[src/hw/rtl/p2a_pkg.sv]
// ----------------------------------------------------------------------------
// p2a_pkg: shared types and constants of the planar to ARGB converter
// Field widths, mode and register codes, and the structs between modules.
// ----------------------------------------------------------------------------
package p2a_pkg;

  // Field widths
  localparam int PIXELS_PER_GROUP = 8;
  localparam int PIX_IDX_W        = 3;
  localparam int PIX_CNT_W        = 4;
  localparam int PEN_W            = 8;
  localparam int PLANES_W         = 64;
  localparam int COLOR_W          = 24;
  localparam int ALPHA_W          = 8;
  localparam int ARGB_W           = 32;
  localparam int DEPTH_W          = 4;
  localparam int COUNT_W          = 9;
  localparam int MODE_W           = 3;

  // Opcodes of an input item
  localparam logic OPCODE_LOAD   = 1'b0;
  localparam logic OPCODE_PIXELS = 1'b1;

  // Masking modes
  localparam logic [MODE_W-1:0] MODE_NONE   = 3'd0;
  localparam logic [MODE_W-1:0] MODE_MASK   = 3'd1;
  localparam logic [MODE_W-1:0] MODE_TRANSP = 3'd2;
  localparam logic [MODE_W-1:0] MODE_LASSO  = 3'd3;
  localparam logic [MODE_W-1:0] MODE_ALPHA  = 3'd4;

  // Configuration port
  localparam int CFG_INDEX_W = 3;
  localparam int CFG_DATA_W  = 9;
  localparam logic [CFG_INDEX_W-1:0] CFG_PLANE_DEPTH     = 3'd0;
  localparam logic [CFG_INDEX_W-1:0] CFG_COLOR_COUNT     = 3'd1;
  localparam logic [CFG_INDEX_W-1:0] CFG_MASKING_MODE    = 3'd2;
  localparam logic [CFG_INDEX_W-1:0] CFG_MASK_PRESENT    = 3'd3;
  localparam logic [CFG_INDEX_W-1:0] CFG_TRANSPARENT_PEN = 3'd4;

  // Alpha values
  localparam logic [ALPHA_W-1:0] ALPHA_OPAQUE = 8'hff;
  localparam logic [ALPHA_W-1:0] ALPHA_CLEAR  = 8'h00;

  typedef struct packed {
    logic [DEPTH_W-1:0] plane_depth;
    logic [COUNT_W-1:0] color_count;
    logic [MODE_W-1:0]  masking_mode;
    logic               mask_present;
    logic [PEN_W-1:0]   transparent_pen;
  } cfg_t;

  localparam cfg_t CFG_RESET = '{
    plane_depth:     4'd8,
    color_count:     9'd256,
    masking_mode:    MODE_NONE,
    mask_present:    1'b0,
    transparent_pen: 8'd0
  };

  // Palette write request
  typedef struct packed {
    logic               we;
    logic [PEN_W-1:0]   addr;
    logic [COLOR_W-1:0] data;
  } ram_wr_t;

  // Palette read request
  typedef struct packed {
    logic             en;
    logic [PEN_W-1:0] addr;
  } ram_rd_t;

  // Pixel in flight beside its palette read
  typedef struct packed {
    logic valid;
    logic last;
    logic black;
    logic opaque;
  } meta_t;

endpackage

[src/hw/rtl/p2a_out_if.sv]
// ----------------------------------------------------------------------------
// p2a_out_if: result channel
// Valid/ready channel carrying one ARGB pixel per transfer.
// ----------------------------------------------------------------------------
interface p2a_out_if;
  import p2a_pkg::*;

  logic              valid;
  logic              ready;
  logic [ARGB_W-1:0] pixel_argb;
  logic              last_pixel;

  modport source (
    output valid, pixel_argb, last_pixel,
    input  ready
  );

  modport sink (
    input  valid, pixel_argb, last_pixel,
    output ready
  );
endinterface

[src/hw/rtl/p2a_argb_out.sv]
// ----------------------------------------------------------------------------
// p2a_argb_out: pixel assembly and output register
// Joins palette data with the pixel flags and holds the ARGB result until
// the sink takes it.
// ----------------------------------------------------------------------------
module p2a_argb_out (
  input  logic                        clk,
  input  logic                        rst_n,
  input  p2a_pkg::meta_t              meta,
  input  logic [p2a_pkg::COLOR_W-1:0] rd_data,
  p2a_out_if.source                   out_ch,
  output logic                        advance
);
  import p2a_pkg::*;

  logic              o_valid_r, o_valid_nxt;
  logic [ARGB_W-1:0] o_argb_r;
  logic              o_last_r;
  logic [ARGB_W-1:0] argb;

  // Take the pixel when the register is empty or drains this cycle
  assign advance = meta.valid && (!o_valid_r || out_ch.ready);

  // Assemble alpha and color
  assign argb = {(meta.opaque ? ALPHA_OPAQUE : ALPHA_CLEAR),
                 (meta.black ? COLOR_W'(0) : rd_data)};

  always_comb begin
    o_valid_nxt = o_valid_r;
    if (advance) begin
      o_valid_nxt = 1'b1;
    end else if (out_ch.ready) begin
      o_valid_nxt = 1'b0;
    end
  end

  always_ff @(posedge clk) begin
    if (!rst_n) begin
      o_valid_r <= 1'b0;
    end else begin
      o_valid_r <= o_valid_nxt;
    end
  end

  always_ff @(posedge clk) begin
    if (advance) begin
      o_argb_r <= argb;
      o_last_r <= meta.last;
    end
  end

  assign out_ch.valid      = o_valid_r;
  assign out_ch.pixel_argb = o_argb_r;
  assign out_ch.last_pixel = o_last_r;

endmodule

[src/flat_wrapper.sv]
// flat-port wrapper written by rule: the top's interface ports become plain ports
module p2a_argb_out_flat import p2a_pkg::*;
  (clk, rst_n, meta, rd_data, advance, out_ch_valid, out_ch_pixel_argb, out_ch_last_pixel, out_ch_ready);
  p2a_out_if out_ch_i ();
  input  logic clk;
  input  logic rst_n;
  input  p2a_pkg::meta_t meta;
  input  logic [p2a_pkg::COLOR_W-1:0] rd_data;
  output logic advance;
  output wire logic [$bits(out_ch_i.valid)-1:0] out_ch_valid;
  output wire logic [$bits(out_ch_i.pixel_argb)-1:0] out_ch_pixel_argb;
  output wire logic [$bits(out_ch_i.last_pixel)-1:0] out_ch_last_pixel;
  input wire logic [$bits(out_ch_i.ready)-1:0] out_ch_ready;
  assign out_ch_valid = out_ch_i.valid;
  assign out_ch_pixel_argb = out_ch_i.pixel_argb;
  assign out_ch_last_pixel = out_ch_i.last_pixel;
  assign out_ch_i.ready = out_ch_ready;
  p2a_argb_out u_core (.clk(clk), .rst_n(rst_n), .meta(meta), .rd_data(rd_data), .out_ch(out_ch_i), .advance(advance));
endmodule
[config.mk]
export PLATFORM = sky130hd
export DESIGN_NAME = p2a_argb_out_flat
export DESIGN_NICKNAME = d
export VERILOG_FILES = /design/src/hw/rtl/p2a_pkg.sv /design/src/hw/rtl/p2a_out_if.sv /design/src/hw/rtl/p2a_argb_out.sv /design/src/flat_wrapper.sv
export SDC_FILE = /design/constraint.sdc
export NUM_CORES = 1
export LEC_CHECK = 0
export CAP_MARGIN = 20
export CELL_PAD_IN_SITES_DETAIL_PLACEMENT = 1
export CELL_PAD_IN_SITES_GLOBAL_PLACEMENT = 2
export CORE_ASPECT_RATIO = 0.6
export CORE_MARGIN = 3
export CORE_UTILIZATION = 37
export DETAILED_ROUTE_END_ITERATION = 8
export DONT_BUFFER_PORTS = 1
export PLACE_DENSITY = 0.72
export SLEW_MARGIN = 25
export SYNTH_ARGS = -nofsm -noshare
export SYNTH_HDL_FRONTEND = slang
export SYNTH_SLANG_ARGS = --single-unit
[constraint.sdc]
create_clock -name clk -period 2.8 [get_ports clk]
set_clock_uncertainty 0.2 [all_clocks]
set_input_delay 0.14 -clock clk [delete_from_list [all_inputs] [get_ports clk]]
set_output_delay 0.14 -clock clk [all_outputs]
set_load 0.005 [all_outputs]
## Word level (Yosys, flattened, before mapping)

Cells that the tools add are included.

| cells by class | value |
|---|---|
| muxes and demuxes | 3 |
| reduce and logical (&&, ||, !) cells | 4 |

Operators by type and width:

| operator | count |
|---|---|
| $mux 8 | 1 |
| $mux 1 | 2 |
| $reduce_bool 2->1 | 1 |
| $logic_and 1x1->1 | 1 |
| $logic_not 1->1 | 1 |
| $logic_or 1x1->1 | 1 |

| word-level totals | value |
|---|---|
| logic and storage cells | 11 |
| output and inout bits | 35 |
| register bits after elaboration | 34 |
| input bits | 31 |

## Longest topological paths before layout

Gate-level depths: netlist of the first run.

| depth | value |
|---|---|
| word-level depth | 4 |
| mapped depth | 2 |
| depth with buffers taken out | 2 |

## Worst setup path before layout of the first run

No wires, ideal clock.

| timing path | value |
|---|---|
| path kind | reg2reg |
| from | reg u_core.o_valid_r (netlist: u_core.out_ch.valid) |
| to | reg u_core.o_last_r (netlist: u_core.out_ch.last_pixel) (enable) |
| arrival | 1.687 ns |
| data required time | 2.185 ns |
| setup slack | 0.498 ns |
| clock period less this slack | 2.302 ns |
| setup time | 0.415 ns |
| stages on the path, launching flop included | 3 |
| cells stage by stage | dfxtp_1 nor2b_1 nor2b_1 |

| between the ends | value |
|---|---|
| longest elaborated chain between the ends | 3 |

RTL lines:

| what | line | text |
|---|---|---|
| start, declared | p2a_argb_out.sv:16 | `logic o_valid_r, o_valid_nxt;` |
| start signal, assigned | p2a_argb_out.sv:41 | `o_valid_r <= o_valid_nxt;` |
| $logic_not 1->1 | p2a_argb_out.sv:22 | `assign advance = meta.valid && (!o_valid_r \|\| out_ch.ready);` |
| $logic_or 1x1->1 | p2a_argb_out.sv:22 |  |
| $logic_and 1x1->1 | p2a_argb_out.sv:22 |  |
| net advance | flat_wrapper.sv:9 | `output logic advance;` |
| end signal, assigned | p2a_argb_out.sv:48 | `o_last_r <= meta.last;` |
| end, declared | p2a_argb_out.sv:18 | `logic o_last_r;` |

The timed path passes the listed nets, and every way through them passes these cells.
A chain may end at the register's enable or synchronous reset.

## Worst setup path after layout of the first run

| timing path | value |
|---|---|
| from | reg u_core.o_valid_r (netlist: u_core.out_ch.valid) |
| to | out advance |

| between the ends | value |
|---|---|
| longest elaborated chain between the ends | 3 |

RTL lines:

| what | line |
|---|---|
| $logic_not 1->1 | p2a_argb_out.sv:22 |
| $logic_or 1x1->1 | p2a_argb_out.sv:22 |
| $logic_and 1x1->1 | p2a_argb_out.sv:22 |
| end, declared | flat_wrapper.sv:9 |

No other way between the ends.

==> flow_summary_export.csv, run 1 <==
group,metric,value,unit
sta,period_share,0.691,
route,wirelength,2.01,mm
sta,timing_hold_violations_final,0,
status,status,"finished clean",
logic_synthesis,syn_avg_cell_area,17.2,um2
floorplan,dieArea,3640,um2
route,drtIter0Drc,8,
critical_path,slowest_delay,0.49,ns
cts,clock-root-buffer,"clkbuf_8",
sta,slew-limit-headroom,0.604,
critical_path,worstSetupEndpointType,"primary output",
logic_synthesis,synth_top_family_by_area,"simple AND/OR/NAND/NOR gates",
layout,syn2layout_area_growth,29.0,%
logic_synthesis,synth_most_common_cell,"edfxtp_1",
global_route,grt_pass1_vias,574,
route,num_vias,536,
logic_synthesis,synth_compound_area_frac,0.00691,
placed_design,io_buffers,0,
layout,antennaDiodeCount,0,
logic_synthesis,synthCells,63,
layout,nets,120,
sta,final-setup-viol-count,0,
pwr,p_leak,0.506,nW
cts,cts-resized-gates,0,
pwr,ir_worst_vdd,287,uV
logic_synthesis,synthesis.area,1090,um2
layout,post-route-util,0.530,
cts,path_clk_slew,0.09,ns
layout,regArea,801,um2
placed_design,place_congestion,0.602,
route,viasPerCell,4.19,
critical_path,slowest_stage,"nor2b_2",
logic_synthesis,yosysSeqAreaShare,0.737,
logic_synthesis,synth_seq_cells,27,
layout,drive_above_1_share,0.227,
floorplan,core,2650,um2
global_route,antenna_found_initial,0,
sta,worst_slew_pin_slew,0.592,ns
critical_path,cp.arrival,1.60,ns
placed_design,dp_hpwl,1.27,mm
floorplan,die_h,48.0,um
cts,htree_levels,1,
logic_synthesis,synth_area_leaders,"edfxtp_1 (72%), nor2b_2 (11%), buf_4 (4.8%)",
logic_synthesis,yosys_warnings,0,
logic_synthesis,synth-xor-area-share,0,
floorplan,rows,14,
sta,fmax,517,MHz
route,firstDrtPassIters,2,
floorplan,initial_core_util,0.411,
cts,cts_buffer_depth,2,
critical_path,worst_setup_path_start_kind,"flop",
logic_synthesis,synth_ff_type,"edfxtp_1",
logic_synthesis,muxShareOfSynthArea,0,
floorplan,io-pin-count,66,
global_route,grt_pass1_wl,2.93,mm
cts,cts_buffers,3,
global_route,grt_max_degree,25,
sta,rsz0062_at_grt,"false",
critical_path,cp-startpoint,"u_core.out_ch.valid$_SDFFE_PN0P_",
floorplan,die_x,75.9,um
run,maxCapViolations,0,
critical_path,worstPathCellList,"nor2b_1 > nor2b_2 > buf_4",
logic_synthesis,synthSimpleGateAreaFrac,0.187,
sta,fin_setup_tns,0,ns
min_path,min_path_type,"input port to flop",
logic_synthesis,yosysTopAreaCell,"edfxtp_1",
route,wl_per_cell,15.7,um
logic_synthesis,syn-num-nets,94,
logic_synthesis,synth_top_cell_area_share,0.719,
logic_synthesis,synth_common_cells,"edfxtp_1 (26), nor2b_2 (14), nor2b_1 (8), buf_4 (7), and2b_1 (4)",
critical_path,crit_fanout,16,
critical_path,reg2reg_from,"u_core.out_ch.valid$_SDFFE_PN0P_",
layout,multi_input_area,213,um2
route,drc,0,
critical_path,worstPathRequired,2.46,ns
cts,clock_latency,0.26,ns
route,antenna_left,0,
logic_synthesis,synth_edf_count,26,
sta,period_minus_slack,1.94,ns
layout,n_fill_cell,252,
critical_path,crit_type,"flop to primary output",
logic_synthesis,async_flop_share,0,
placed_design,dp.cells,95,
cts,cts_num_sinks,27,
min_path,hp-start,"meta[3]",
sta,maxSlewViolCount,0,
logic_synthesis,ys_types,8,
logic_synthesis,synthAdderAreaFrac,0,
global_route,grt_util_all_layers,0.108,
layout,fin_cells,128,
pwr,power.density,549,nW/um2
global_route,grt_overflow,0,
cts,cts_tree,"done",
where the power goes:
group	internal (W)	switching [W]	total, W	leakage [nW]
registers	0.000474	0.0000161	0.000490	0.267
clock network	0.000102	0.000111	0.000213	0.0228
logic	0.0000413	0.0000256	0.0000669	0.216
logic make-up after synthesis:
logic type             count (synthesis)
AOI/OAI and AO/OA                      1
and+or+nand+nor                       26
buffers and inverters                  9
DFF                                   27
path summary, 6_finish.rpt:
check	slack, ns	depth (start not counted)	to
worst min register to register	0.73	2	u_core.out_ch.pixel_argb[7]$_SDFFCE_PP0P_
worst min-delay path	0.1	1	u_core.out_ch.pixel_argb[7]$_SDFFCE_PP0P_
worst max register to register	0.97	3	u_core.out_ch.pixel_argb[22]$_SDFFCE_PP0P_
worst max-delay path	0.86	3	advance
routing by layer:
layer  track usage  up-vias  share of wire
li1              -      256              -
met1         0.122      249           0.40
met2         0.187       31           0.49
met3        0.0639        0           0.11
met4        0.0217        0              0
met5             0        -              0
layout make-up:
cell class | instances | share of cell area
repair buffers | 30 | 0.209
clock buffers | 4 | 0.0321
flip-flops and latches | 27 | 0.571
well taps | 40 | 0.0357
multi-input cells | 27 | 0.152
through the flow:
step / instance area (um2) / hold slack (ns) / worst slack [ns] / power [W]
6_report: 1400 / 0.0999 / 0.864 / 0.000770
5_1_grt: 1400 / 0.109 / 0.703 / 0.000803
4_1_cts: 1410 / 0.101 / 0.592 / 0.000777
3_5_place_dp: 1070 / 0.0389 / 0.954 / 0.000531
3_3_place_gp: 1070 / 0.0389 / 1.01 / 0.000529
2_1_floorplan: 1090 / 0.0389 / 0.498 / 0.000534
registers in the layout (all words and copies together) (netlist names):
name / cells
u_core.out_ch.valid: 1
u_core.out_ch.last_pixel: 1
u_core.out_ch.pixel_argb: 25
critical path: cells and delay by family (launching register included):
family,cells,cell delay [ns]
flip-flops,1,0.33
AND/OR/NAND/NOR,2,0.64
buffers and inverters,1,0.35
layout by cell type, fill, tap and decap left out, drive strengths merged:
master	count
edfxtp	26
nor2b	22
buf	2
clkbuf	4
and2b	4
dfxtp	1
o21a	1
dlygate4sd3	28
what timing repair did:
item,CTS,global route
setup endpoints to repair,0,0
buffers inserted,0,0
endpoints found under the hold margin,27,0
hold buffers,29,0
Power figures use the tool's default switching activity.
==> run 2, diff against run 1 <==
Settings changed: ABC_AREA set to 1, CORE_UTILIZATION 37 to 34, PLACE_DENSITY 0.72 to 0.71.
Clock period 2.8 ns to 1.98 ns, I/O delays scaled along.
==> run 2 against run 1 <==
  * Setup slack worse by 0.43 ns
  * Clock power is 38% higher
  * Clock-buffer cell count stayed put
  * Sequential power is 42% higher
  * Total power is 41% higher
  * Routed wire length is 2.1% higher
  * Register-to-register slack worse by 0.43 ns
  * Die area is 7.5% higher
  * Critical path type is now input port to flop
  * Critical endpoint is now u_core.out_ch.pixel_argb[12]$_SDFFCE_PP0P_
  * Highest routed layer unchanged
==> flow_summary_export.csv, run 2 <==
group,metric,value,unit
layout,antennaDiodeCount,0,
floorplan,core,2950,um2
sta,period_minus_slack,1.54,ns
critical_path,crit_type,"input port to flop",
pwr,internal_power,0.000865,W
global_route,grt_max_degree,28,
cts,clock_latency,0.26,ns
logic_synthesis,synth_most_common_cell,"inv_1",
critical_path,crit_buf_inv,1,
logic_synthesis,synth_edf_count,26,
placed_design,placed_cell_area,1080,um2
min_path,worstHoldPathCells,3,
route,firstDrtPassIters,3,
logic_synthesis,synthCells,90,
sta,final-setup-viol-count,0,
route,drc,0,
pwr,p_clk_frac,0.271,
min_path,hp-start,"meta[3]",
sta,timing_hold_violations_final,0,
sta,maxSlewViolCount,0,
logic_synthesis,synth_seq_cells,27,
layout,fin_area,1410,um2
logic_synthesis,synth_common_cells,"inv_1 (27), edfxtp_1 (26), nor2_1 (24), buf_4 (7)",
logic_synthesis,syn-num-nets,121,
layout,layout_common_cells,"dlygate4sd3_1 (29), inv_1 (27), edfxtp_1 (26)",
sta,fmax,647,MHz
logic_synthesis,yosysSeqAreaShare,0.741,
floorplan,initial_core_util,0.367,
route,wl_per_cell,13.1,um
pwr,p_sw,0.000217,W
layout,largest_reg_flops,25,
critical_path,worstSetupEndpointType,"flop",
sta,period_share,0.780,
layout,n_fill_cell,310,
route,met1_length,806,um
logic_synthesis,yosys_warnings,0,
layout,nets,147,
route,num_vias,642,
layout,final_common_cell,"dlygate4sd3_1",
sta,hold_ws,0.205,ns
logic_synthesis,syn_avg_cell_area,12.0,um2
global_route,grt_overflow,0,
cts,htree_levels,1,
critical_path,reg2reg_from,"u_core.out_ch.valid$_SDFFE_PN0P_",
route,antenna_left,0,
route,viasPerCell,4.09,
run,maxCapViolations,0,
sta,rsz0062_at_grt,"false",
critical_path,r2r_slack,0.54,ns
route,routed-wl-met3,215,um
status,status,"finished clean",
min_path,min_path_type,"input port to flop",
pwr,ir_worst_vdd,267,uV
sta,slew-limit-headroom,0.424,
placed_design,io_buffers,0,
cts,cts_num_sinks,27,
sta,worst_slew_pin_slew,0.861,ns
logic_synthesis,synthesis.area,1080,um2
logic_synthesis,async_flop_share,0,
layout,drive_above_1_share,0.0435,
critical_path,cp.arrival,1.32,ns
logic_synthesis,synth_top_cell_area_share,0.722,
global_route,grt_util_all_layers,0.113,
floorplan,rows,15,
pwr,power.density,766,nW/um2
min_path,min_to,"u_core.out_ch.pixel_argb[8]$_SDFFCE_PP0P_",
logic_synthesis,synth_area_leaders,"edfxtp_1 (72%), inv_1 (9.4%), nor2_1 (8.3%)",
critical_path,worst_setup_path_start_kind,"input port",
critical_path,worstPathRequired,1.76,ns
pwr,power_frac_seq,0.641,
cts,cts_tree,"done",
route,drtIter0Drc,27,
critical_path,reg2regPathDepth,3,
logic_synthesis,ys_types,8,
floorplan,die_h,49.7,um
critical_path,slowest_stage,"dlygate4sd3_1",
route,highest_layer,"met3",
logic_synthesis,yosysTopAreaCell,"edfxtp_1",
cts,cts_buffers,3,
layout,syn2layout_area_growth,30.7,%
critical_path,cp_top_family,"buffers and inverters",
route,wirelength,2.05,mm
floorplan,dieArea,3910,um2
cts,cts_buffer_depth,2,
placed_design,dp_hpwl,1.33,mm
global_route,antenna_found_initial,0,
cts,clock-root-buffer,"clkbuf_8",
global_route,grt_pass1_vias,694,
logic_synthesis,synth_ff_type,"edfxtp_1",
critical_path,crit_fanout,24,
route,wl_met2,1.03,mm
critical_path,reg2reg_to,"u_core.out_ch.valid$_SDFFE_PN0P_",
cts,path_clk_slew,0.09,ns
sta,fin_setup_tns,0,ns
floorplan,die_x,78.8,um
critical_path,slowest_delay,1.10,ns
pwr,swShare,0.201,
pwr,p_leak,0.614,nW
placed_design,place_congestion,0.598,
pwr,power_frac_comb,0.088,
floorplan,io-pin-count,66,
global_route,grt_pass1_wl,3.33,mm
critical_path,worstPathCellList,"dlygate4sd3_1 > nor2_1",
-- run 2: cell types whose count changed in the layout (fill, tap and decap cells not counted) --
cell | previous run | this run
nand2_1 | 0 | 1
inv_1 | 0 | 27
nor2_1 | 0 | 24
a21oi_4 | 0 | 1
o21a_1 | 1 | 0
nor2b_2 | 15 | 0
buf_2 | 1 | 0
a21oi_1 | 0 | 1
dlygate4sd3_1 | 28 | 29
nor2b_1 | 7 | 0
and2b_1 | 4 | 0
-- run 2: worst max path at each step --
stage                                                 from                                         end  cells past startpoint
after floorplan           u_core.out_ch.valid$_SDFFE_PN0P_          u_core.out_ch.last_pixel$_DFFE_PP_                      1
final                                              meta[1]  u_core.out_ch.pixel_argb[12]$_SDFFCE_PP0P_                      2
after global placement    u_core.out_ch.valid$_SDFFE_PN0P_  u_core.out_ch.pixel_argb[22]$_SDFFCE_PP0P_                      2
after detailed placement  u_core.out_ch.valid$_SDFFE_PN0P_  u_core.out_ch.pixel_argb[16]$_SDFFCE_PP0P_                      2
after CTS                                          meta[1]  u_core.out_ch.pixel_argb[16]$_SDFFCE_PP0P_                      2
after global routing                               meta[1]  u_core.out_ch.pixel_argb[16]$_SDFFCE_PP0P_                      2
-- run 2: power groups by stage --
| stage | clock, W | sequential, W | combinational [W] |
|---|---|---|---|
| 2_1_floorplan | 0 | 0.000699 | 0.0000518 |
| 3_3_place_gp | 0 | 0.000706 | 0.0000409 |
| 3_5_place_dp | 0 | 0.000708 | 0.0000447 |
| 4_1_cts | 0.000316 | 0.000695 | 0.0000970 |
| 5_1_grt | 0.000336 | 0.000699 | 0.000109 |
| 6_report | 0.000294 | 0.000694 | 0.0000948 |
-- run 2: timing repair --
| item | in CTS | in global routing |
|---|---|---|
| hold endpoints to repair | 27 | 0 |
| hold buffers | 29 | 0 |
| buffers inserted | 0 | 0 |
| gates resized for setup | 0 | 0 |
-- run 2: kinds of logic after synthesis --
group,synth area share
buffers and inverters,0.163
AOI/OAI and AO/OA,0.00926
DFF,0.741
and+or+nand+nor,0.0868
-- run 2: metal layers --
layer / vias to the layer above / global-route usage
met4: 0 / 0.0349
met5: - / 0
met3: 0 / 0.0584
met2: 34 / 0.199
li1: 311 / -
met1: 297 / 0.119
-- run 2: cell type report --
type	instances	area, um2	share of cell area
clock buffer	4	45.0	0.0319
multi-input combinational	27	115	0.0815
timing repair buffer	30	298	0.211
tap	42	52.6	0.0372
inverter	27	101	0.0717
sequential	27	801	0.567
-- run 2: metrics by stage --
| stage | power, W | worst slack [ns] | utilization | instances |
|---|---|---|---|---|
| CTS | 0.00111 | 0.385 | 0.479 | 157 |
| global route | 0.00114 | 0.304 | 0.479 | 157 |
| detailed placement | 0.000752 | 0.579 | 0.366 | 124 |
| finish | 0.00108 | 0.435 | 0.479 | 157 |
| global placement | 0.000747 | 0.613 | 0.366 | 124 |
| floorplan | 0.000751 | 0.250 | - | 90 |
-- run 2: worst register-to-register path, delay by kind of cell, from the launching register on --
kind	cells	cell delay [ns]
flip-flops	1	0.44
buffers and inverters	1	0.55
AO/OA/AOI/OAI	1	0.12
AND/OR/NAND/NOR	1	0.09
