File: src/hw/rtl/p2a_pkg.sv
// ----------------------------------------------------------------------------
// p2a_pkg: shared types and constants of the planar to ARGB converter
// Field widths, mode and register codes, and the structs between modules.
// ----------------------------------------------------------------------------
package p2a_pkg;

  // Field widths
  localparam int PIXELS_PER_GROUP = 8;
  localparam int PIX_IDX_W        = 3;
  localparam int PIX_CNT_W        = 4;
  localparam int PEN_W            = 8;
  localparam int PLANES_W         = 64;
  localparam int COLOR_W          = 24;
  localparam int ALPHA_W          = 8;
  localparam int ARGB_W           = 32;
  localparam int DEPTH_W          = 4;
  localparam int COUNT_W          = 9;
  localparam int MODE_W           = 3;

  // Opcodes of an input item
  localparam logic OPCODE_LOAD   = 1'b0;
  localparam logic OPCODE_PIXELS = 1'b1;

  // Masking modes
  localparam logic [MODE_W-1:0] MODE_NONE   = 3'd0;
  localparam logic [MODE_W-1:0] MODE_MASK   = 3'd1;
  localparam logic [MODE_W-1:0] MODE_TRANSP = 3'd2;
  localparam logic [MODE_W-1:0] MODE_LASSO  = 3'd3;
  localparam logic [MODE_W-1:0] MODE_ALPHA  = 3'd4;

  // Configuration port
  localparam int CFG_INDEX_W = 3;
  localparam int CFG_DATA_W  = 9;
  localparam logic [CFG_INDEX_W-1:0] CFG_PLANE_DEPTH     = 3'd0;
  localparam logic [CFG_INDEX_W-1:0] CFG_COLOR_COUNT     = 3'd1;
  localparam logic [CFG_INDEX_W-1:0] CFG_MASKING_MODE    = 3'd2;
  localparam logic [CFG_INDEX_W-1:0] CFG_MASK_PRESENT    = 3'd3;
  localparam logic [CFG_INDEX_W-1:0] CFG_TRANSPARENT_PEN = 3'd4;

  // Alpha values
  localparam logic [ALPHA_W-1:0] ALPHA_OPAQUE = 8'hff;
  localparam logic [ALPHA_W-1:0] ALPHA_CLEAR  = 8'h00;

  typedef struct packed {
    logic [DEPTH_W-1:0] plane_depth;
    logic [COUNT_W-1:0] color_count;
    logic [MODE_W-1:0]  masking_mode;
    logic               mask_present;
    logic [PEN_W-1:0]   transparent_pen;
  } cfg_t;

  localparam cfg_t CFG_RESET = '{
    plane_depth:     4'd8,
    color_count:     9'd256,
    masking_mode:    MODE_NONE,
    mask_present:    1'b0,
    transparent_pen: 8'd0
  };

  // Palette write request
  typedef struct packed {
    logic               we;
    logic [PEN_W-1:0]   addr;
    logic [COLOR_W-1:0] data;
  } ram_wr_t;

  // Palette read request
  typedef struct packed {
    logic             en;
    logic [PEN_W-1:0] addr;
  } ram_rd_t;

  // Pixel in flight beside its palette read
  typedef struct packed {
    logic valid;
    logic last;
    logic black;
    logic opaque;
  } meta_t;

endpackage

File: src/hw/rtl/p2a_in_if.sv
// ----------------------------------------------------------------------------
// p2a_in_if: input item channel
// Valid/ready channel carrying palette loads and eight-pixel groups.
// ----------------------------------------------------------------------------
interface p2a_in_if;
  import p2a_pkg::*;

  logic                   valid;
  logic                   ready;
  logic                   opcode;
  logic [PEN_W-1:0]       palette_index;
  logic [COLOR_W-1:0]     palette_color;
  logic [PLANES_W-1:0]    plane_bits;
  logic [PIXELS_PER_GROUP-1:0] mask_bits;
  logic [PIX_CNT_W-1:0]   valid_pixels;

  modport source (
    output valid, opcode, palette_index, palette_color, plane_bits, mask_bits,
           valid_pixels,
    input  ready
  );

  modport sink (
    input  valid, opcode, palette_index, palette_color, plane_bits, mask_bits,
           valid_pixels,
    output ready
  );
endinterface

File: src/hw/rtl/p2a_group_seq.sv
// ----------------------------------------------------------------------------
// p2a_group_seq: item intake and pixel sequencer
// Writes palette loads, steps through a group one pixel a cycle while not stalled,
// builds the pen, issues the palette read and carries the pixel's flags beside it.
// ----------------------------------------------------------------------------
module p2a_group_seq #(
  parameter int MAX_PLANES      = 8,
  parameter int PALETTE_ENTRIES = 256
) (
  input  logic             clk,
  input  logic             rst_n,
  input  p2a_pkg::cfg_t    cfg,
  p2a_in_if.sink           in_ch,
  input  logic             advance,
  output p2a_pkg::ram_wr_t wr,
  output p2a_pkg::ram_rd_t rd,
  output p2a_pkg::meta_t   meta
);
  import p2a_pkg::*;

  localparam logic [COUNT_W-1:0] ENTRIES_LIM = COUNT_W'(PALETTE_ENTRIES);
  localparam logic [DEPTH_W-1:0] PLANES_LIM  = DEPTH_W'(MAX_PLANES);
  localparam logic [PIX_CNT_W-1:0] GROUP_LIM = PIX_CNT_W'(PIXELS_PER_GROUP);
  localparam logic [PIX_IDX_W-1:0] PIX_MSB   = PIX_IDX_W'(PIXELS_PER_GROUP - 1);

  // Group under conversion
  logic                        busy_r, busy_nxt;
  logic [PIX_IDX_W-1:0]        x_r, x_nxt;
  logic [PIX_CNT_W-1:0]        cnt_r, cnt_nxt;
  logic [PLANES_W-1:0]         planes_r;
  logic [PIXELS_PER_GROUP-1:0] mask_r;
  meta_t                       meta_r, meta_nxt;

  logic                        accept, accept_load, accept_group;
  logic                        r_free, issue, last_now;
  logic [PIX_CNT_W-1:0]        in_cnt;
  logic [DEPTH_W-1:0]          depth_eff;
  logic [PIX_IDX_W-1:0]        bit_idx;
  logic [MAX_PLANES-1:0]       pen;
  logic [PEN_W-1:0]            pen8;
  logic [PIXELS_PER_GROUP-1:0] plane_byte;
  logic                        use_mask, use_pen, black, opaque;

  // Handshake
  assign r_free   = !meta_r.valid || advance;
  assign issue    = busy_r && r_free;
  assign last_now = ({1'b0, x_r} + PIX_CNT_W'(1)) == cnt_r;

  assign in_ch.ready  = !busy_r || (issue && last_now);
  assign accept       = in_ch.valid && in_ch.ready;
  assign accept_load  = accept && (in_ch.opcode == OPCODE_LOAD);
  assign accept_group = accept && (in_ch.opcode == OPCODE_PIXELS);
  assign in_cnt       = (in_ch.valid_pixels > GROUP_LIM) ? GROUP_LIM : in_ch.valid_pixels;

  // Palette write straight from the transfer
  always_comb begin
    wr.we   = accept_load && ({1'b0, in_ch.palette_index} < ENTRIES_LIM);
    wr.addr = in_ch.palette_index;
    wr.data = in_ch.palette_color;
  end

  // Build the pen of the current pixel from the enabled planes
  assign depth_eff = (cfg.plane_depth > PLANES_LIM) ? PLANES_LIM : cfg.plane_depth;
  assign bit_idx   = PIX_MSB - x_r;

  always_comb begin
    for (int d = 0; d < MAX_PLANES; d++) begin
      plane_byte = planes_r[d*PIXELS_PER_GROUP +: PIXELS_PER_GROUP];
      pen[d]     = (DEPTH_W'(d) < depth_eff) && plane_byte[bit_idx];
    end
  end

  assign pen8 = PEN_W'(pen);

  // Decode the masking mode
  always_comb begin
    unique case (cfg.masking_mode) inside
      MODE_MASK, MODE_ALPHA: begin
        use_mask = cfg.mask_present;
        use_pen  = 1'b0;
      end
      MODE_TRANSP, MODE_LASSO: begin
        use_mask = cfg.mask_present;
        use_pen  = 1'b1;
      end
      default: begin
        use_mask = 1'b0;
        use_pen  = 1'b0;
      end
    endcase
  end

  // Black outside the color range, alpha from mask or transparent pen
  always_comb begin
    black  = !({1'b0, pen8} < cfg.color_count) || !({1'b0, pen8} < ENTRIES_LIM);
    opaque = 1'b1;
    if (use_mask) begin
      opaque = mask_r[bit_idx];
    end else if (use_pen && (pen8 == cfg.transparent_pen)) begin
      opaque = 1'b0;
    end
  end

  // Palette read request
  always_comb begin
    rd.en   = issue;
    rd.addr = pen8;
  end

  // Advance the sequencer
  always_comb begin
    busy_nxt = busy_r;
    x_nxt    = x_r;
    cnt_nxt  = cnt_r;
    if (issue) begin
      x_nxt = x_r + PIX_IDX_W'(1);
      if (last_now) begin
        busy_nxt = 1'b0;
      end
    end
    if (accept_group) begin
      busy_nxt = (in_cnt != '0);
      x_nxt    = '0;
      cnt_nxt  = in_cnt;
    end
  end

  // Pixel flags beside the read; hold while the output stage stalls
  always_comb begin
    meta_nxt = meta_r;
    if (issue) begin
      meta_nxt.valid  = 1'b1;
      meta_nxt.last   = last_now;
      meta_nxt.black  = black;
      meta_nxt.opaque = opaque;
    end else if (advance) begin
      meta_nxt.valid = 1'b0;
    end
  end

  always_ff @(posedge clk) begin
    if (!rst_n) begin
      busy_r <= 1'b0;
      x_r    <= '0;
      cnt_r  <= '0;
      meta_r <= '0;
    end else begin
      busy_r <= busy_nxt;
      x_r    <= x_nxt;
      cnt_r  <= cnt_nxt;
      meta_r <= meta_nxt;
    end
  end

  always_ff @(posedge clk) begin
    if (accept_group) begin
      planes_r <= in_ch.plane_bits;
      mask_r   <= in_ch.mask_bits;
    end
  end

  assign meta = meta_r;

`ifndef SYNTH
  // A new item is taken during a group only as its last pixel issues
  a_take_on_last: assert property (@(posedge clk) disable iff (!rst_n)
    (accept && busy_r) |-> (issue && last_now))
    else $error("item taken in the middle of a group");

  // The pixel index stays inside the group
  a_index_range: assert property (@(posedge clk) disable iff (!rst_n)
    busy_r |-> ({1'b0, x_r} < cnt_r))
    else $error("pixel index past group count");

  // A stalled pixel keeps its flags until the output stage takes it
  a_meta_hold: assert property (@(posedge clk) disable iff (!rst_n)
    (meta_r.valid && !advance) |=> (meta_r.valid && $stable(meta_r)))
    else $error("stalled pixel flags changed");

  // No palette write while reads of an earlier group are still to come
  a_write_order: assert property (@(posedge clk) disable iff (!rst_n)
    wr.we |-> (!busy_r || last_now))
    else $error("palette write ahead of pending reads");
`endif

endmodule

File: src/flat_wrapper.sv
// flat-port wrapper written by rule: the top's interface ports become plain ports
module p2a_group_seq_flat import p2a_pkg::*;
#(
  parameter int MAX_PLANES      = 8,
  parameter int PALETTE_ENTRIES = 256
)
  (clk, rst_n, cfg, advance, wr, rd, meta, in_ch_valid, in_ch_opcode, in_ch_palette_index, in_ch_palette_color, in_ch_plane_bits, in_ch_mask_bits, in_ch_valid_pixels, in_ch_ready);
  p2a_in_if in_ch_i ();
  input  logic clk;
  input  logic rst_n;
  input  p2a_pkg::cfg_t cfg;
  input  logic advance;
  output p2a_pkg::ram_wr_t wr;
  output p2a_pkg::ram_rd_t rd;
  output p2a_pkg::meta_t meta;
  input wire logic [$bits(in_ch_i.valid)-1:0] in_ch_valid;
  input wire logic [$bits(in_ch_i.opcode)-1:0] in_ch_opcode;
  input wire logic [$bits(in_ch_i.palette_index)-1:0] in_ch_palette_index;
  input wire logic [$bits(in_ch_i.palette_color)-1:0] in_ch_palette_color;
  input wire logic [$bits(in_ch_i.plane_bits)-1:0] in_ch_plane_bits;
  input wire logic [$bits(in_ch_i.mask_bits)-1:0] in_ch_mask_bits;
  input wire logic [$bits(in_ch_i.valid_pixels)-1:0] in_ch_valid_pixels;
  output wire logic [$bits(in_ch_i.ready)-1:0] in_ch_ready;
  assign in_ch_i.valid = in_ch_valid;
  assign in_ch_i.opcode = in_ch_opcode;
  assign in_ch_i.palette_index = in_ch_palette_index;
  assign in_ch_i.palette_color = in_ch_palette_color;
  assign in_ch_i.plane_bits = in_ch_plane_bits;
  assign in_ch_i.mask_bits = in_ch_mask_bits;
  assign in_ch_i.valid_pixels = in_ch_valid_pixels;
  assign in_ch_ready = in_ch_i.ready;
  p2a_group_seq #(.MAX_PLANES(MAX_PLANES), .PALETTE_ENTRIES(PALETTE_ENTRIES)) u_core (.clk(clk), .rst_n(rst_n), .cfg(cfg), .in_ch(in_ch_i), .advance(advance), .wr(wr), .rd(rd), .meta(meta));
endmodule
File: config.mk
export PLATFORM = sky130hd
export DESIGN_NAME = p2a_group_seq_flat
export DESIGN_NICKNAME = d
export VERILOG_FILES = /design/src/hw/rtl/p2a_pkg.sv /design/src/hw/rtl/p2a_in_if.sv /design/src/hw/rtl/p2a_group_seq.sv /design/src/flat_wrapper.sv
export SDC_FILE = /design/constraint.sdc
export NUM_CORES = 1
export LEC_CHECK = 0
export BUFFER_PORTS_ARGS = -buffer_cell sky130_fd_sc_hd__buf_2
export CORE_ASPECT_RATIO = 0.75
export CORE_MARGIN = 8
export CORE_UTILIZATION = 45
export CTS_CLUSTER_SIZE = 30
export DETAILED_ROUTE_END_ITERATION = 8
export PLACE_DENSITY_LB_ADDON = 0.25
export SYNTH_ARGS = -nofsm -noshare
export SYNTH_HDL_FRONTEND = slang
export SYNTH_SLANG_ARGS = --single-unit
File: constraint.sdc
create_clock -name clk -period 3.68 [get_ports clk]
set_input_delay 0.184 -clock clk [delete_from_list [all_inputs] [get_ports clk]]
set_output_delay 0.184 -clock clk [all_outputs]
set_load 0.02 [all_outputs]
Word level (Yosys, flattened, before mapping)
Index checks and enable logic that the tools add are counted.
{ "word_totals": {"regBits": 84, "input_bits": 138, "out_inout_bits": 47, "wordCells": 88} }
{ "op_classes": {"add_sub_neg": 3, "magnitude_cmp": 12, "n_eq_ne": 6, "mux": 29, "n_bitwise": 2, "reduce_logical": 27} }
{ "ops": {"columns": ["cell", "n"], "rows": [
  ["$bmux 1 s3", 9],
  ["$mux 1", 18],
  ["$lt 3x4->1 const A", 4],
  ["$logic_and 1x1->1", 14],
  ["$lt 8x9->1", 1],
  ["$eq 8x8->1", 1],
  ["$gt 4x4->1 const B", 2],
  ["$lt 1x4->1 const A", 2],
  ["$lt 2x4->1 const A", 2],
  ["$mux 4", 2],
  ["$eq 3x2->1 const B", 2],
  ["$reduce_bool 2->1", 3],
  ["$add 3x1->4 const B", 1],
  ["$eq 4x4->1", 1],
  ["$lt 3x4->1 const B", 1],
  ["$reduce_bool 4->1", 1],
  ["$reduce_or 2->1", 2],
  ["$reduce_or 4->1", 1],
  ["$add 3x1->3 const B", 1],
  ["$eq 3x1->1 const B", 1],
  ["$eq 3x3->1 const B", 1],
  ["$logic_not 1->1", 3],
  ["$sub 3x3->3 const A", 1],
  ["$logic_or 1x1->1", 2],
  ["other kinds (2)", 3]
]} }

Longest topological paths before layout
{ "depth": {"depth_word": 9, "mapped_depth": 10, "depth_no_buf": 8} }

Worst setup path before layout
No wires, ideal clock.
{ "synth_timing": {"kind": "reg-to-reg", "startpoint": "reg u_core.x_r[1]", "endpoint": "reg u_core.mask_r[0], enable pin", "setup_ns": 0.426, "arrival_time_ns": 3.075, "required_ns": 3.254, "path_slack_ns": 0.179, "path_stages_with_launch": 7, "path_buffers": 0, "period_less_slack_ns": 3.501, "path_cell_list": "dfxtp_1 > ha_1 > xnor2_1 > nand4_1 > o31ai_4 > nand3_2 > inv_1"} }
{ "synth_between": {"elab_chain_cells": 6} }
{ "synth_lines": {"columns": ["item", "line_no", "rtl"], "rows": [
  ["start, declared", "p2a_group_seq.sv:28", "logic [PIX_IDX_W-1:0] x_r, x_nxt;"],
  ["start signal, assigned", "p2a_group_seq.sv:149", "x_r <= x_nxt;"],
  ["$add 3x1->4", "p2a_group_seq.sv:47", "assign last_now = ({1'b0, x_r} + PIX_CNT_W'(1)) == cnt_r;"],
  ["$eq 4x4->1", "p2a_group_seq.sv:47", null],
  ["$logic_and 1x1->1", "p2a_group_seq.sv:49", "assign in_ch.ready = !busy_r || (issue && last_now);"],
  ["$logic_or 1x1->1", "p2a_group_seq.sv:49", null],
  ["via in_ch_ready", "flat_wrapper.sv:23", "output wire logic [$bits(in_ch_i.ready)-1:0] in_ch_ready;"],
  ["$logic_and 1x1->1", "p2a_group_seq.sv:50", "assign accept = in_ch.valid && in_ch.ready;"],
  ["$logic_and 1x1->1", "p2a_group_seq.sv:52", "assign accept_group = accept && (in_ch.opcode == OPCODE_PIXELS);"],
  ["via u_core.accept_group", "p2a_group_seq.sv:34", "logic accept, accept_load, accept_group;"],
  ["end signal, assigned", "p2a_group_seq.sv:158", "mask_r <= in_ch.mask_bits;"],
  ["end, declared", "p2a_group_seq.sv:31", "logic [PIXELS_PER_GROUP-1:0] mask_r;"]
]} }
The timed path passes the listed nets, and every way through them passes these cells.
A chain may end at the register's enable or synchronous reset.

Final worst setup path
{ "layout_timing": {"startpoint": "reg u_core.x_r[0]", "endpoint": "reg u_core.meta_r (netlist bit u_core.meta[1])"} }
{ "layout_between": {"elab_chain_cells": 6, "elab_cells_between_ends": 27, "classes_between": "add/sub (1); order compare (1); mux (16); reduce/logical (9)"} }
{ "layout_lines": {"columns": ["item", "line_no", "rtl"], "rows": [
  ["$sub 3x3->3 *", "p2a_group_seq.sv:64", "assign bit_idx = PIX_MSB - x_r;"],
  ["$bmux 1 s3", "p2a_group_seq.sv:69", "pen[d] = (DEPTH_W'(d) < depth_eff) && plane_byte[bit_idx];"],
  ["$mux 1 (not written as such)", "p2a_group_seq.sv:69", null],
  ["$logic_and 1x1->1", "p2a_group_seq.sv:69", null],
  ["$lt 8x9->1 *", "p2a_group_seq.sv:95", "black = !({1'b0, pen8} < cfg.color_count) || !({1'b0, pen8} < ENTRIES_LIM);"],
  ["$logic_not 1->1 *", "p2a_group_seq.sv:95", null],
  ["end signal, assigned", "p2a_group_seq.sv:151", "meta_r <= meta_nxt;"],
  ["end, declared", "p2a_group_seq.sv:32", "meta_t meta_r, meta_nxt;"]
]} }
Every way passes the cells marked *; elsewhere a longest branch is shown, timed or not. The select of a mux whose other input is x is not followed.

==> flow_summary_export.csv <==
group,metric,value,unit
logic_synthesis,synthCells,263,
cts,cts-root-buf,"clkbuf_16",
logic_synthesis,synth_seq_area_share,61.54,%
grt,grt_use_total,15.08,%
drt,vias_per_cell,5.146,
logic_synthesis,synthArstFlopShare,0,%
logic_synthesis,yosysMostFrequentCell,"edfxtp_1",
logic_synthesis,synthTopCellsByCount,"edfxtp_1 (72), buf_4 (34), mux4_2 (16)",
critical_path,critical_path.cell_chain,"buf_4 > mux4_2 > mux2i_1 > a21oi_1 > ha_1 > a21o_1 > a21oi_1 > o221ai_1 > o221a_1",
drt,via_count,2424,
timing,maxSlewViolCount,0,
timing,hold_ws,0.02176,ns
grt,gr-total-overflow,0,
cells_and_area,area_growth,20.16,%
flow_run,max-cap-violations,0,
floorplanning,dieArea,11940,um2
logic_synthesis,synth.distinct_cells,43,
cells_and_area,fill_cells,709,
critical_path,startpoint_type,"flip-flop",
grt,antenna_found_initial,0,
logic_synthesis,syn_area_per_cell,14.84,um2
cts,path_clk_slew,0.06,ns
timing,period_share,72.24,%
cts,clk_latency,0.33,ns
critical_path,cp_data_arrival_time,2.88,ns
critical_path,cp_slowest_cell,"mux4_2",
logic_synthesis,synth_area_leaders,"edfxtp_1 (55%), mux4_2 (9.2%), buf_4 (6.5%)",
pwr,vdd_ir_drop_max,284.6,uV
logic_synthesis,synth_top_area_cell,"edfxtp_1",
grt,grt_max_degree,43,
floorplanning,rows,29,
timing,maxSlewHeadroom,66.45,%
drt,drt-total-wl,8925,um
cells_and_area,finalNetCount,504,
placement,dp_hpwl,7082,um
timing,rsz0062_at_grt,"false",
critical_path,reg2regPathDepth,9,
critical_path,crit_fanout,21,
grt,grt_pass1_wl,13870,um
logic_synthesis,yosys_warnings,0,
grt,grt_pass1_vias,2668,
logic_synthesis,ys_ff_latch,84,
critical_path,critPathKind,"reg -> reg",
drt,firstDrtPassIters,4,
grt,grt_busiest_layer,"met2",
logic_synthesis,synth_top_area_share,55.38,%
cts,clk_path_buf_depth,2,
logic_synthesis,synth-edff-count,72,
grt,grt_use_met2,20.79,%
cts,cts_tree,"yes",
cts,cts_num_sinks,84,
grt,grtUsageMet1,20.29,%
timing,fin_worst_skew,0.003932,ns
timing,period_needed,2.658,ns
grt,gr-usage-met3,6.620,%
timing,worst_pin_slew,0.5032,ns
logic_synthesis,synth_area,3904,um2
floorplanning,start_util,46.17,%
drt,wl_per_cell,18.95,um
cts,h-tree-depth,3,
floorplanning,core_area,8454,um2
floorplanning,die_x,123.6,um
placement,numPortBuffers,120,
cells_and_area,diodes,0,
cells_and_area,drive_above_1_share,44.90,%
cells_and_area,regArea,2402,um2
timing,setup_tns,0,ns
outcome,status,"finished clean",
critical_path,crit_top_cell,"a21oi_1",
logic_synthesis,synth_flop_cell,"edfxtp_1",
cts,numCtsBuffers,9,
cells_and_area,multi_input_area,1166,um2
drt,ant_nets,0,
floorplanning,die_y,96.66,um
pwr,power_density,474.2,nW/um2
drt,drt_iter0_drc,155,
floorplanning,pin_count,185,
timing,fmax,376.2,MHz
timing,hold_viol,0,
critical_path,required,3.90,ns
critical_path,cp-end-kind,"flip-flop",
timing,finalSetupViolCount,0,
cts,post_cts_hold_buffer_count,0,
worst_hold_path,hp-class,"in -> reg",
critical_path,slowest_delay,0.54,ns
logic_synthesis,synth_fp_nets,409,
cts,cts_setup_buffers,0,
cts,cts_resized,0,
pwr,p_leak,1.844,nW
drt,drc,0,
worst_hold_path,min_path_cells,1,
placement,gp_congestion,0.7637,
-- layer usage --
layer / up-vias / share of wire, % / routed length [um]
li1: 1144 / - / -
met1: 1127 / 43 / 3864
met2: 126 / 43 / 3796
met3: 27 / 12 / 1101
met4: 0 / 1.8 / 163
met5: - / 0 / 0
-- cells by family after synthesis --
family / after synthesis / synth area share, %
xor gates and xnor gates: 15 / 3.365
and+or+nand+nor: 46 / 6.154
adders and majority gates: 8 / 2.564
muxes: 29 / 12.66
buffers and inverters: 54 / 8.589
DFF: 84 / 61.54
AOI/OAI and AO/OA: 27 / 5.128
-- critical path, delay by kind of cell, from the launching register on --
| kind | cells | cell delay [ns] |
|---|---|---|
| DFF | 1 | 0.34 |
| buffers and inverters | 1 | 0.34 |
| muxes | 2 | 0.73 |
| AOI/OAI and AO/OA | 5 | 0.79 |
| adders and majority gates | 1 | 0.33 |
-- path summary, 6_finish.rpt --
path	startpoint	to	slack, ns
min	in_ch_plane_bits[6]	u_core.planes_r[6]	0.02
max	u_core.x_r[0]	u_core.meta[1]	1.02
max reg2reg	u_core.x_r[0]	u_core.meta[1]	1.02
min reg2reg	u_core.cnt_r[0]	u_core.cnt_r[0]	0.47
-- cell usage in the layout (no fill, tap or decap), drive strengths merged, types with 4 or more instances in the layout --
cell type,netlist,layout
buf,39,125
edfxtp,72,72
mux4,16,16
inv,12,14
nor2,12,12
dfxtp,12,12
nand2,10,10
mux2i,10,10
clkbuf,2,10
xor2,9,9
a21oi,9,9
ha,8,8
xnor2,6,6
nor4,4,4
nand3,4,4
a21boi,4,4
-- where the power goes --
part,internal [W],switching [W]
Combinational,0.000107,0.000125
Sequential,0.00108,0.0000143
Clock,0.000531,0.000362
Total,0.00172,0.000501
-- metrics by stage --
stage | setup slack (ns) | instances | util, % | power [W] | cell area (um2)
floorplan | 0.1788 | 263 | - | 0.001295 | 3904
global placement | 1.090 | 455 | 51.93 | 0.001350 | 4390
detailed placement | 1.013 | 455 | 51.93 | 0.001355 | 4390
CTS | 1.002 | 471 | 55.48 | 0.002248 | 4691
global route | 0.8892 | 471 | 55.48 | 0.002306 | 4691
finish | 1.022 | 471 | 55.48 | 0.002224 | 4691
-- cell type report --
type / instances / share of cell area [%]
clock buffers: 10 / 4.881
multi-input cells: 125 / 24.86
inverters: 13 / 1.040
clock inverters: 6 / 1.520
well taps: 108 / 2.881
repair buffers: 125 / 13.60
flip-flops and latches: 84 / 51.21
-- state kept, by name (all words and copies together) (netlist names) --
name             count
u_core.planes_r     64
u_core.mask_r        8
u_core.cnt_r         4
u_core.meta          4
u_core.x_r           3
u_core.busy_r        1
Power figures use the tool's default switching activity.
